File: config.mk
export PLATFORM = sky130hd
export DESIGN_NAME = toeb_cell
export DESIGN_NICKNAME = d
export VERILOG_FILES = /design/src/toeb_pkg.sv /design/src/toeb_cell.sv
export SDC_FILE = /design/constraint.sdc
export NUM_CORES = 1
export LEC_CHECK = 0
export BUFFER_PORTS_ARGS = -buffer_cell sky130_fd_sc_hd__buf_2
export CAP_MARGIN = 10
export CORE_MARGIN = 5
export CORE_UTILIZATION = 48
export DETAILED_ROUTE_END_ITERATION = 16
export PLACE_DENSITY = 0.87
export REMOVE_ABC_BUFFERS = 1
export SLEW_MARGIN = 15
export SYNTH_ARGS = -nofsm -noshare
export SYNTH_HDL_FRONTEND = slang
export SYNTH_SLANG_ARGS = --single-unit
File: constraint.sdc
create_clock -name clk -period 5.67 [get_ports clk]
set_input_delay 0.8505 -clock clk [delete_from_list [all_inputs] [get_ports clk]]
set_output_delay 0.8505 -clock clk [all_outputs]
set_load 0.02 [all_outputs]
File: src/toeb_pkg.sv
`timescale 1ns / 1ps

package toeb_pkg;

  // fixed widths of the request and result fields
  localparam int unsigned TIME_W = 48;
  localparam int unsigned REF_W  = 16;

  // most events one dump request may emit
  localparam int unsigned CNT_W   = 6;
  localparam logic [CNT_W-1:0] MAX_OUT = CNT_W'(32);

  // request types
  localparam logic REQ_INSERT = 1'b0;
  localparam logic REQ_DUMP   = 1'b1;

  // configuration register indexes
  localparam int unsigned CFG_IDX_W = 1;
  localparam logic [CFG_IDX_W-1:0] CFG_TRACE_ENABLE = 1'b0;
  localparam logic [CFG_IDX_W-1:0] CFG_FLUSH_ALL    = 1'b1;

  typedef enum logic {
    ST_IDLE,
    ST_DUMP
  } toeb_state_t;

  // command broadcast to every cell of the chain
  typedef struct packed {
    logic ins;   // sorted insert of the new event
    logic pop;   // remove the head, everything moves one place towards it
  } cell_ctrl_t;

endpackage

File: src/toeb_cell.sv
`timescale 1ns / 1ps

module toeb_cell
  import toeb_pkg::*;
#(
  parameter int unsigned TIME_BITS = 48
) (
  input  logic                 clk,
  input  logic                 rst_n,
  input  cell_ctrl_t           ctrl,
  input  logic [TIME_BITS-1:0] new_time,
  input  logic [REF_W-1:0]     new_ref,
  input  logic                 left_valid,
  input  logic                 left_ge,
  input  logic [TIME_BITS-1:0] left_time,
  input  logic [REF_W-1:0]     left_ref,
  input  logic                 right_valid,
  input  logic [TIME_BITS-1:0] right_time,
  input  logic [REF_W-1:0]     right_ref,
  output logic                 valid,
  output logic                 ge,
  output logic [TIME_BITS-1:0] time_q,
  output logic [REF_W-1:0]     ref_q
);

  logic                 valid_r, valid_nxt;
  logic [TIME_BITS-1:0] time_r, time_nxt;
  logic [REF_W-1:0]     ref_r, ref_nxt;

  // empty, or holding a later event than the one being inserted
  assign ge = !valid_r || (time_r > new_time);

  always_comb begin
    valid_nxt = valid_r;
    time_nxt  = time_r;
    ref_nxt   = ref_r;
    if (ctrl.ins) begin
      valid_nxt = valid_r || left_valid;
      if (left_ge) begin
        time_nxt = left_time;
        ref_nxt  = left_ref;
      end else if (ge) begin
        time_nxt = new_time;
        ref_nxt  = new_ref;
      end
    end else if (ctrl.pop) begin
      valid_nxt = right_valid;
      time_nxt  = right_time;
      ref_nxt   = right_ref;
    end
  end

  always_ff @(posedge clk) begin
    if (!rst_n) begin
      valid_r <= 1'b0;
    end else begin
      valid_r <= valid_nxt;
    end
  end

  always_ff @(posedge clk) begin
    time_r <= time_nxt;
    ref_r  <= ref_nxt;
  end

  assign valid  = valid_r;
  assign time_q = time_r;
  assign ref_q  = ref_r;

endmodule

Word level (Yosys, flattened, before mapping)
Cells that the tools add are included.
{ "word_totals": {"ram_bits": 0, "mem_count": 0, "latchBits": 0, "inputBits": 199, "regBits": 65, "output_inout_bits": 66, "word_cells": 20, "rom_bits": 0} }
{ "op_classes": {"div": 0, "reduce_logical": 5, "mux": 10, "eq_ne": 1, "add_sub_neg": 0, "order_cmp": 1, "multipliers": 0, "shift": 0, "bitwise": 0} }
{ "ops": {"columns": ["cell", "n"], "rows": [
  ["two-way mux 48 bit", 4],
  ["two-way mux 16 bit", 4],
  ["greater-than comparator 48 bit", 1],
  ["inequality test 3 x 1 -> 1 bit, second input constant", 1],
  ["logical OR 1 bit", 2],
  ["two-way mux 1 bit", 2],
  ["AND reduction 2 bit", 1],
  ["nonzero test 2 bit", 1],
  ["zero test 1 bit", 1]
]} }

Longest topological paths before layout
Gate-level depths: netlist of the first run.
{ "logic_depth": {"depth_word": 5, "ltp_mapped": 8, "mapped_depth_nobuf": 8} }

Worst setup path after synthesis of the first run
Ideal clock, no wire load.
{ "synth_timing": {"path_type": "input-to-reg", "from": "input port new_time[1]", "to": "register ref_r[0], in the netlist ref_q[0] (enable)", "n_path_buf": 0, "setup_slack_ns": 1.685, "arrival_time_ns": 3.558, "stages": 8, "setup_time_ns": 0.427, "required_ns": 5.243, "cell_sequence": "inv_1 > ha_1 > nor2b_1 > o211ai_1 > a2111o_1 > a31oi_1 > o41a_2 > o22a_1"} }
{ "synth_between": {"elab_chain_cells": 4} }
{ "synth_rtl": {"columns": ["item", "line_no", "text"], "rows": [
  ["start: declaration", "toeb_cell.sv:11", "input logic [TIME_BITS-1:0] new_time,"],
  ["greater-than comparator 48 bit", "toeb_cell.sv:31", "assign ge = !valid_r || (time_r > new_time);"],
  ["logical OR 1 bit", "toeb_cell.sv:31", null],
  ["net ge", "toeb_cell.sv:21", "output logic ge,"],
  ["inequality test 3 x 1 -> 1 bit (no line)", null, null],
  ["AND reduction 2 bit (no line)", null, null],
  ["end signal: assignment", "toeb_cell.sv:63", "ref_r <= ref_nxt;"],
  ["end: declaration", "toeb_cell.sv:28", "logic [REF_W-1:0] ref_r, ref_nxt;"]
]} }
The timed path passes the listed nets, and every way through them passes these cells.
A chain may end at the register's enable or synchronous reset.

Worst setup path in the final report of the first run
{ "layout_timing": {"from": "input port new_time[31]", "to": "output port ge"} }
{ "layout_between": {"elab_chain_cells": 2} }
{ "layout_rtl": {"columns": ["item", "line_no"], "rows": [
  ["greater-than comparator 48 bit", "toeb_cell.sv:31"],
  ["logical OR 1 bit", "toeb_cell.sv:31"],
  ["end: declaration", "toeb_cell.sv:21"]
]} }
No other way between the ends.

==> metrics.txt, run 1 <==
Diodes inserted=0; min Tclk post-route=3.45 ns; most frequent cells in the layout=buf_2 (262), a21oi_1 (83), nor2_1 (69); Synth area leaders=edfxtp_1 (43%), mux2i_1 (14%), ha_1 (13%); Initial Util=49.2%; Final Skew=0.0158 ns; Area growth syn-to-layout=34.9%; run status=complete, no violations; die area=11500 um2; Post-DP Area=5920 um2; kind of critical path=in -> out; Hold WC Path Type=reg -> reg; delay-heaviest family, CP=compound AO/OA/AOI/OAI gates; DR WL/cell=16.1 um; Critical path origin=new_time[31]; Leakage Power=3.14 nW; flops & latches, synth=65; DRT Pass-1 Iters=6; Setup TNS=0 ns; Total Wirelength=13400 um; most common cell after layout, fill and taps aside=buf_2; global-route wire length before repair=20200 um; dominant synthesized flop cell=edfxtp_1; CTS Root Cell=clkbuf_8; largest net degree at the start of global routing=68; number of synthesized flops with an enable pin=64; Final ANT Viol Nets=0; worst relative slew slack=27.4%; crit path DAT=2.60 ns; syn avg cell area=9.78 um2; RePlAce Congestion=0.848; Worst Path Required=4.82 ns; Critical Path, Cell by Cell=buf_2, inv_1, ha_1, a21oi_1, o21ai_0, a211oi_1, a31oi_1, o41a_2, buf_2; gr ovfl total=0; endpoints failing hold=0; RSZ-0062 raised after global routing=false; R2R setup slack=2.48 ns; Synth Cell Area=4520 um2; max-slew violations=0; Ys Warns=0; Min-Delay Startpoint=valid; Multi-input gate area=2300 um2; power per cell area=229 nW/um2; clk_lat worst skew=0.33 ns; Yosys top cell area share=42.5%; CORE AREA=9200 um2; H-tree levels=3; sequential area share after synthesis=43.0%; via-per-instance ratio=5.28; I/O Buffers=264; RR Startpoint=time_q[14]; Die Height=107 um; Layout fillers=721; width of the chip=107 um; fin crit share=60.8%; VDD IR max=131 uV; WP buf/inv=3; Post-Synthesis Cells=462; # DRC=0; Critical Path Most Common Cell=buf_2; Worst setup SP type=input pin; Nets=965; Iter 0 DRT Violations=196; row count=35; design area=6100 um2; Max Cap Violations=0; post-CTS setup buffers=0; Highest Clock Rate=290 MHz; Async SR Flop Fraction=0%; vias in the first global route=4521; crit-path max FO=3; io pins=265; area leader, netlist=edfxtp_1; Synth cell types=33; hpwl dp=10900 um; Slew @ Worst Pin=1.09 ns; Critical Path Slowest Stage Cell=o41a_2; CTS buffer count=9; TritonCTS clock tree=built; Final setup viols=0; CP peak stage delay=0.46 ns; clk buf depth=2; antenna violations before repair=0; clk sinks=65; DR vias=4403; GRT Total Usage=22.2%; post-CTS resize count=0; cts hold-fix bufs=0; CP endpoint kind=primary output; clock slew at reported path FFs=0.08 ns; register area=1940 um2; fraction of layout cells with a size suffix above 1=39.7%
-- per-stage QoR --
stage | util (%) | hold slack, ns | cells | worst slack [ns] | total power, mW
floorplan | - | 0.554 | 440 | 1.68 | 0.840
global placement | 64.4 | 0.504 | 818 | 1.92 | 1.02
detailed placement | 64.4 | 0.518 | 818 | 1.87 | 1.03
CTS | 66.3 | 0.528 | 834 | 2.19 | 1.41
global route | 66.3 | 0.577 | 834 | 2.07 | 1.48
finish | 66.3 | 0.530 | 834 | 2.22 | 1.40
-- where the power goes --
part           switching [mW]  total (mW)  internal, mW
Clock                   0.173       0.374         0.201
Sequential             0.0223       0.612         0.590
Combinational           0.240       0.412         0.172
Total                   0.436        1.40         0.963
-- Yosys cell counts, types with 2 or more instances --
master,number
a21oi_2,3
nand3_1,3
inv_1,51
a31oi_1,2
and4_1,5
nor2_1,69
mux2i_1,65
ha_1,48
nand2_1,12
buf_2,5
clkbuf_1,13
edfxtp_1,64
buf_1,4
nand2b_1,2
o21ai_1,5
a21oi_1,83
o21ai_0,5
a211oi_1,2
nand4_1,7
-- area by class of cell --
class,count,share of cell area (%)
clock buffers,12,2.22
clock inverters,4,0.718
inverters,51,3.14
multi-input cells,324,37.7
flip-flops and latches,65,31.8
well taps,111,2.28
repair buffers,267,22.1
-- registers in the layout (all words and copies together), names as in the netlist --
register	flops
valid	1
ref_q	16
time_q	48
-- metal layers --
layer	up-vias	wire (um)	global-route usage (%)
met2	216	6930	40.1
met1	1972	4970	23.6
met4	0	428	11.0
li1	2175	-	-
met3	40	1100	6.14
met5	-	0	0
-- kinds of logic after synthesis --
group | synth area share (%)
buf+inv | 6.20
fa+ha+maj | 13.3
flops | 43.0
compound gates | 13.1
simple gates | 10.1
mux | 14.4
-- path summary, 6_finish.rpt --
check             cells past startpoint          to
hold reg to reg                       2       valid
setup reg to reg                      7  time_q[32]
hold / removal                        2       valid
setup / recovery                      9          ge
-- tightest hold or removal path, cell delays in order (launching register included) --
cell and delay, ns:
dfxtp_1 0.32, inv_1 0.10, a21oi_1 0.07
Note: power is estimated with default switching activity, not from simulation.
==> run 2: changes to the inputs <==
--- a/config.mk
+++ b/config.mk
@@ -8,9 +8,9 @@
 export BUFFER_PORTS_ARGS = -buffer_cell sky130_fd_sc_hd__buf_2
 export CAP_MARGIN = 10
 export CORE_MARGIN = 5
-export CORE_UTILIZATION = 48
+export CORE_UTILIZATION = 40
 export DETAILED_ROUTE_END_ITERATION = 16
-export PLACE_DENSITY = 0.87
+export PLACE_DENSITY = 0.77
 export REMOVE_ABC_BUFFERS = 1
 export SLEW_MARGIN = 15
 export SYNTH_ARGS = -nofsm -noshare
==> constraint.sdc (replaced) <==
create_clock -name clk -period 2.87 [get_ports clk]
set_input_delay 0.4305 -clock clk [delete_from_list [all_inputs] [get_ports clk]]
set_output_delay 0.4305 -clock clk [all_outputs]
set_load 0.02 [all_outputs]
==> run 2 against run 1 <==
Effect of this change: total power is 110% higher; largest cell class unchanged; via count is 0.66% lower; critical endpoint unchanged; sequential share of layout area is 0.99 points lower.
==> metrics.txt, run 2 (synthesis results as in run 1) <==
CTS Root Cell=clkbuf_16; pre-CTS setup slack=0.117 ns (-1.75 ns); flip-flop count of the largest register after layout=48 (unchanged); net switching power of the design=0.895 mW (+110%); Max Cap Violations=0 (unchanged); CP endpoint kind=primary output; cts hold-fix bufs=0 (unchanged); RePlAce Congestion=0.791 (-6.8%); crit path DAT=2.34 ns (-0.26 ns); vias in the first global route=4486 (-0.77%); RR Startpoint=time_q[47]; internal power=2.09 mW (+120%); Tot Pwr=2.98 mW (+110%); WP buf/inv=1 (-2); Leakage Power=3.22 nW (+2.4%); Hold Path Cell Cnt=3 (+1); Final Skew=0.00817 ns (-0.00758 ns); clk buf depth=2 (unchanged); design area=6300 um2 (+3.2%); crit-path max FO=3 (unchanged); Comb pwr share=28.0% (-1.5 points); CORE AREA=10900 um2 (+19%); clock slew at reported path FFs=0.05 ns (-0.03 ns); RSZ-0062 raised after global routing=false; CTS buffer count=9 (unchanged); min Tclk post-route=2.77 ns; DR WL/cell=15.9 um (-1.3%); Iter 0 DRT Violations=113 (-42%); Critical path origin=time_q[47]; # DRC=0 (unchanged); Die Height=116 um (+8.7%); Min-Delay Startpoint=rst_n; Post-DP Area=6030 um2 (+1.9%); clk sinks=65 (unchanged); endpoints failing hold=0 (unchanged); fraction of layout cells with a size suffix above 1=40.3% (+0.61 points); Total Wirelength=13800 um (+2.6%); Area growth syn-to-layout=39.3%; Diodes inserted=0 (unchanged); DR vias=4374 (-0.66%); post-CTS setup buffers=0 (unchanged); Worst R2R End=time_q[6]; Setup TNS=0 ns (unchanged); Nets=970 (+0.52%); WHS=0.347 ns (-0.183 ns); R2R cell count=8 (+1); Hold WC Path Type=in -> reg; Critical Path Slowest Stage Cell=edfxtp_1; Final ANT Viol Nets=0 (unchanged); fin crit share=96.6%; Layout fillers=966 (+34%); Slew @ Worst Pin=0.584 ns (-0.506 ns); most frequent cells in the layout=buf_2 (262), a21oi_1 (83), nor2_1 (69); Worst setup SP type=flip-flop; R2R setup slack=0.28 ns (-2.20 ns); largest net degree at the start of global routing=56 (-18%); Worst Path Required=2.44 ns (-2.38 ns); Final setup viols=0 (unchanged); die area=13500 um2 (+18%); GRT Total Usage=19.5% (-2.7 points); power per cell area=473 nW/um2 (+110%); setup ws final=0.0966 ns (-2.12 ns); Highest Clock Rate=361 MHz; Clk pwr share=31.4% (+4.6 points); io pins=265 (unchanged); hpwl dp=11400 um (+5.3%); TritonCTS clock tree=built; Initial Util=41.3% (-7.8 points); worst relative slew slack=61.1% (+34 points); most common cell after layout, fill and taps aside=buf_2; run status=complete, no violations; row count=38 (+8.6%); DRT Pass-1 Iters=4 (-2); antenna violations before repair=0 (unchanged); Net Sw Frac=30.0% (-1.1 points); width of the chip=116 um (+8.7%); final non-filler cell total=867 (+4.0%); Critical Path Most Common Cell=and4_1; I/O Buffers=264 (unchanged); delay-heaviest family, CP=simple AND/OR/NAND/NOR gates; Critical Path, Cell by Cell=ha_1, and4_1, and4_1, nand3_1, or3_1, o41a_2, buf_2; Finished Core Util=57.6% (-8.8 points); global-route wire length before repair=20700 um (+2.2%); via-per-instance ratio=5.04 (-4.4%); kind of critical path=reg -> out; gr ovfl total=0 (unchanged); part of the power in registers=40.7% (-3.1 points); max-slew violations=0 (unchanged); clk_lat worst skew=0.32 ns (about the same); dpl cells=852 (+4.2%); VDD IR max=230 uV (+76%); Hold EP=valid; CP peak stage delay=0.41 ns (-0.05 ns); H-tree levels=3 (unchanged)
run 2: power groups by stage:
stage / Clock (mW) / Combinational [mW] / Sequential (mW)
after detailed placement: 0 / 0.835 / 1.23
after CTS: 0.962 / 0.839 / 1.21
final: 0.935 / 0.833 / 1.21
after global placement: 0 / 0.807 / 1.23
after floorplan: 0 / 0.311 / 1.35
after global routing: 0.994 / 0.923 / 1.22
run 2: worst max path at each step:
| stage | end | depth (start not counted) |
|---|---|---|
| after detailed placement | ref_q[5] | 11 |
| after CTS | ge | 8 |
| after global placement | ref_q[10] | 11 |
| after global routing | ge | 7 |
| after floorplan | ref_q[0] | 7 |
| final | ge | 7 |
run 2: metal layers:
layer | vias up | track usage [%] | wire length (um) | part of all wire (%)
met5 | - | 0 | 0 | 0
met4 | 0 | 6.81 | 273 | 2.0
met3 | 19 | 4.09 | 1090 | 7.9
met2 | 187 | 35.3 | 7180 | 52
met1 | 1982 | 22.7 | 5240 | 38
li1 | 2186 | - | - | -
run 2: area by class of cell:
class	instances	area, um2	share of cell area [%]
Timing Repair Buffer	272	1420	22.6
Inverter	51	191	3.04
Tap cell	140	175	2.78
Multi-Input combinational cell	324	2310	36.7
Clock inverter	6	26.3	0.417
Clock buffer	9	225	3.58
Sequential cell	65	1940	30.8
run 2: worst register-to-register path, cell delays in order (launching register included):
cell,delay (ns)
edfxtp_1,0.41
ha_1,0.35
and4_1,0.24
and4_1,0.23
nand3_1,0.13
or3_1,0.37
o41a_2,0.13
o22a_2,0.26
buf_12,0.19
run 2: repair_timing:
item                                    4_1_cts  5_1_grt
endpoints found under the hold margin         0        0
endpoints found under the setup margin        0        1
gates resized for setup                       0        1
==> run 3: changes to the inputs <==
--- a/config.mk
+++ b/config.mk
@@ -6,7 +6,7 @@
 export NUM_CORES = 1
 export LEC_CHECK = 0
 export BUFFER_PORTS_ARGS = -buffer_cell sky130_fd_sc_hd__buf_2
-export CAP_MARGIN = 10
+export CAP_MARGIN = 30
 export CORE_MARGIN = 5
 export CORE_UTILIZATION = 40
 export DETAILED_ROUTE_END_ITERATION = 16
==> constraint.sdc (replaced) <==
create_clock -name clk -period 2.5 [get_ports clk]
set_input_delay 0.375 -clock clk [delete_from_list [all_inputs] [get_ports clk]]
set_output_delay 0.375 -clock clk [all_outputs]
set_load 0.02 [all_outputs]
==> run 3 against run 2 <==
Effect of this change: the flow now finishes with violations (setup timing); sequential power is 17% higher; setup slack worse by 0.20 ns; via count is 3.6% higher; critical path depth stayed put; clock skew is 0.0038 ns lower; worst hold slack worse by 0.060 ns; largest cell class unchanged; highest routed layer unchanged.
==> metrics.txt, run 3 (synthesis results as in run 1) <==
Die Height=116 um (unchanged); max-slew violations=0 (unchanged); clk_lat worst skew=0.33 ns (about the same); DR WL/cell=16.6 um (+4.2%); crit-path max FO=2 (-1); RePlAce Congestion=0.769 (-2.7%); crit path DAT=2.23 ns (-0.11 ns); Critical Path, Cell by Cell=ha_1, nand4_1, nor2_4, a211oi_2, a31oi_1, o41a_2, buf_6; CTS buffer count=9 (unchanged); die area=13500 um2 (unchanged); failing checks=setup timing; Setup TNS=-5.25 ns (-5.25 ns); Slew @ Worst Pin=0.545 ns (-0.0382 ns); final non-filler cell total=889 (+2.5%); internal power=2.62 mW (+26%); VDD IR max=376 uV (+63%); # DRC=0 (unchanged); cts hold-fix bufs=0 (unchanged); global-route wire length before repair=21100 um (+2.2%); Final ANT Viol Nets=0 (unchanged); DRT Pass-1 Iters=5 (+1); Highest Clock Rate=385 MHz; Clk pwr share=32.2% (+0.8 points); Worst Path Required=2.12 ns (-0.32 ns); Diodes inserted=0 (unchanged); CP peak stage delay=0.47 ns (+0.06 ns); min Tclk post-route=2.60 ns; part of the power in registers=37.6% (-3.1 points); Finished Core Util=63.1% (+5.5 points); Worst setup SP type=flip-flop; dpl cells=865 (+1.5%); clk sinks=65 (unchanged); Nets=992 (+2.3%); row count=38 (unchanged); Tot Pwr=3.74 mW (+25%); run status=complete, but fails checks; antenna violations before repair=0 (unchanged); gr ovfl total=0 (unchanged); DR vias=4532 (+3.6%); CTS Root Cell=clkbuf_16; flip-flop count of the largest register after layout=48 (unchanged); fin crit share=104%; via-per-instance ratio=5.10 (+1.0%); clock slew at reported path FFs=0.05 ns (about the same); most frequent cells in the layout=buf_2 (261), a21oi_1 (77), nor2_1 (68); power per cell area=542 nW/um2 (+15%); endpoints failing hold=0 (unchanged); Initial Util=41.3% (unchanged); largest net degree at the start of global routing=131 (+130%); WHS=0.287 ns (-0.0598 ns); Comb pwr share=30.2% (+2.2 points); most common cell after layout, fill and taps aside=buf_2; net switching power of the design=1.12 mW (+25%); design area=6900 um2 (+9.5%); TritonCTS clock tree=built; vias in the first global route=4545 (+1.3%); Final Skew=0.00440 ns (-0.00377 ns); Net Sw Frac=29.9% (-0.18 points); fraction of layout cells with a size suffix above 1=47.0% (+6.7 points); pre-CTS setup slack=-0.256 ns (-0.373 ns); GRT Total Usage=20.1% (+0.63 points); width of the chip=116 um (unchanged); Max Cap Violations=0 (unchanged); Leakage Power=3.38 nW (+5.1%); Iter 0 DRT Violations=125 (+11%); RSZ-0062 raised after global routing=true; I/O Buffers=264 (unchanged); Critical Path Slowest Stage Cell=o41a_2; Hold WC Path Type=in -> reg; Total Wirelength=14700 um (+6.9%); H-tree levels=3 (unchanged); hpwl dp=11500 um (+0.25%); Final setup viols=65 (+65); io pins=265 (unchanged); clk buf depth=2 (unchanged); Post-DP Area=6150 um2 (+2.0%); CP endpoint kind=primary output; CORE AREA=10900 um2 (unchanged); setup ws final=-0.101 ns (-0.197 ns); Area growth syn-to-layout=52.6%; worst relative slew slack=63.6% (+2.5 points); kind of critical path=reg -> out
run 3: cell types whose count changed in the layout (fill, tap and decap cells not counted), sizes merged:
cell,before,now
clkbuf,9,12
buf,272,292
bufinv,0,1
clkinv,6,4
run 3: critical path, delay by kind of cell (launching register included):
kind / cells / cell delay [ns]
AO/OA/AOI/OAI: 3 / 0.83
adder cells (fa/ha/maj): 1 / 0.30
buffers and inverters: 1 / 0.15
flip-flops: 1 / 0.40
AND/OR/NAND/NOR: 2 / 0.23
run 3: final cells by class:
cell class | instances | area [um2]
timing repair buffer | 294 | 1660
multi-input combinational | 324 | 2650
fill | 899 | 4040
sequential | 65 | 1940
clock inverter | 5 | 47.5
inverter | 51 | 191
tap | 140 | 175
clock buffer | 10 | 229
run 3: what timing repair did:
action,CTS,global route
resized for setup,25,22
endpoints found under the setup margin,65,65
pin swaps,9,6
buffers inserted,2,5
cloned,0,3
run 3: routing by layer:
layer,routed length [um],global-route usage (%)
met5,0,0
met2,7680,36.7
met4,356,8.58
met3,1110,4.25
met1,5570,22.5
run 3: power groups by stage:
stage          Combinational, mW  Clock, mW  Sequential [mW]
3_3_place_gp               0.961          0             1.41
2_1_floorplan              0.357          0             1.55
5_1_grt                     1.24       1.28             1.42
6_report                    1.13       1.20             1.41
3_5_place_dp               0.993          0             1.41
4_1_cts                     1.05       1.21             1.40
run 3: worst paths after layout:
check / depth (start not counted) / startpoint / slack (ns) / endpoint
hold reg to reg: 2 / valid / 0.52 / valid
hold / removal: 3 / rst_n / 0.29 / valid
setup reg to reg: 9 / time_q[24] / -0.10 / ref_q[15]
setup / recovery: 7 / time_q[24] / -0.10 / ge
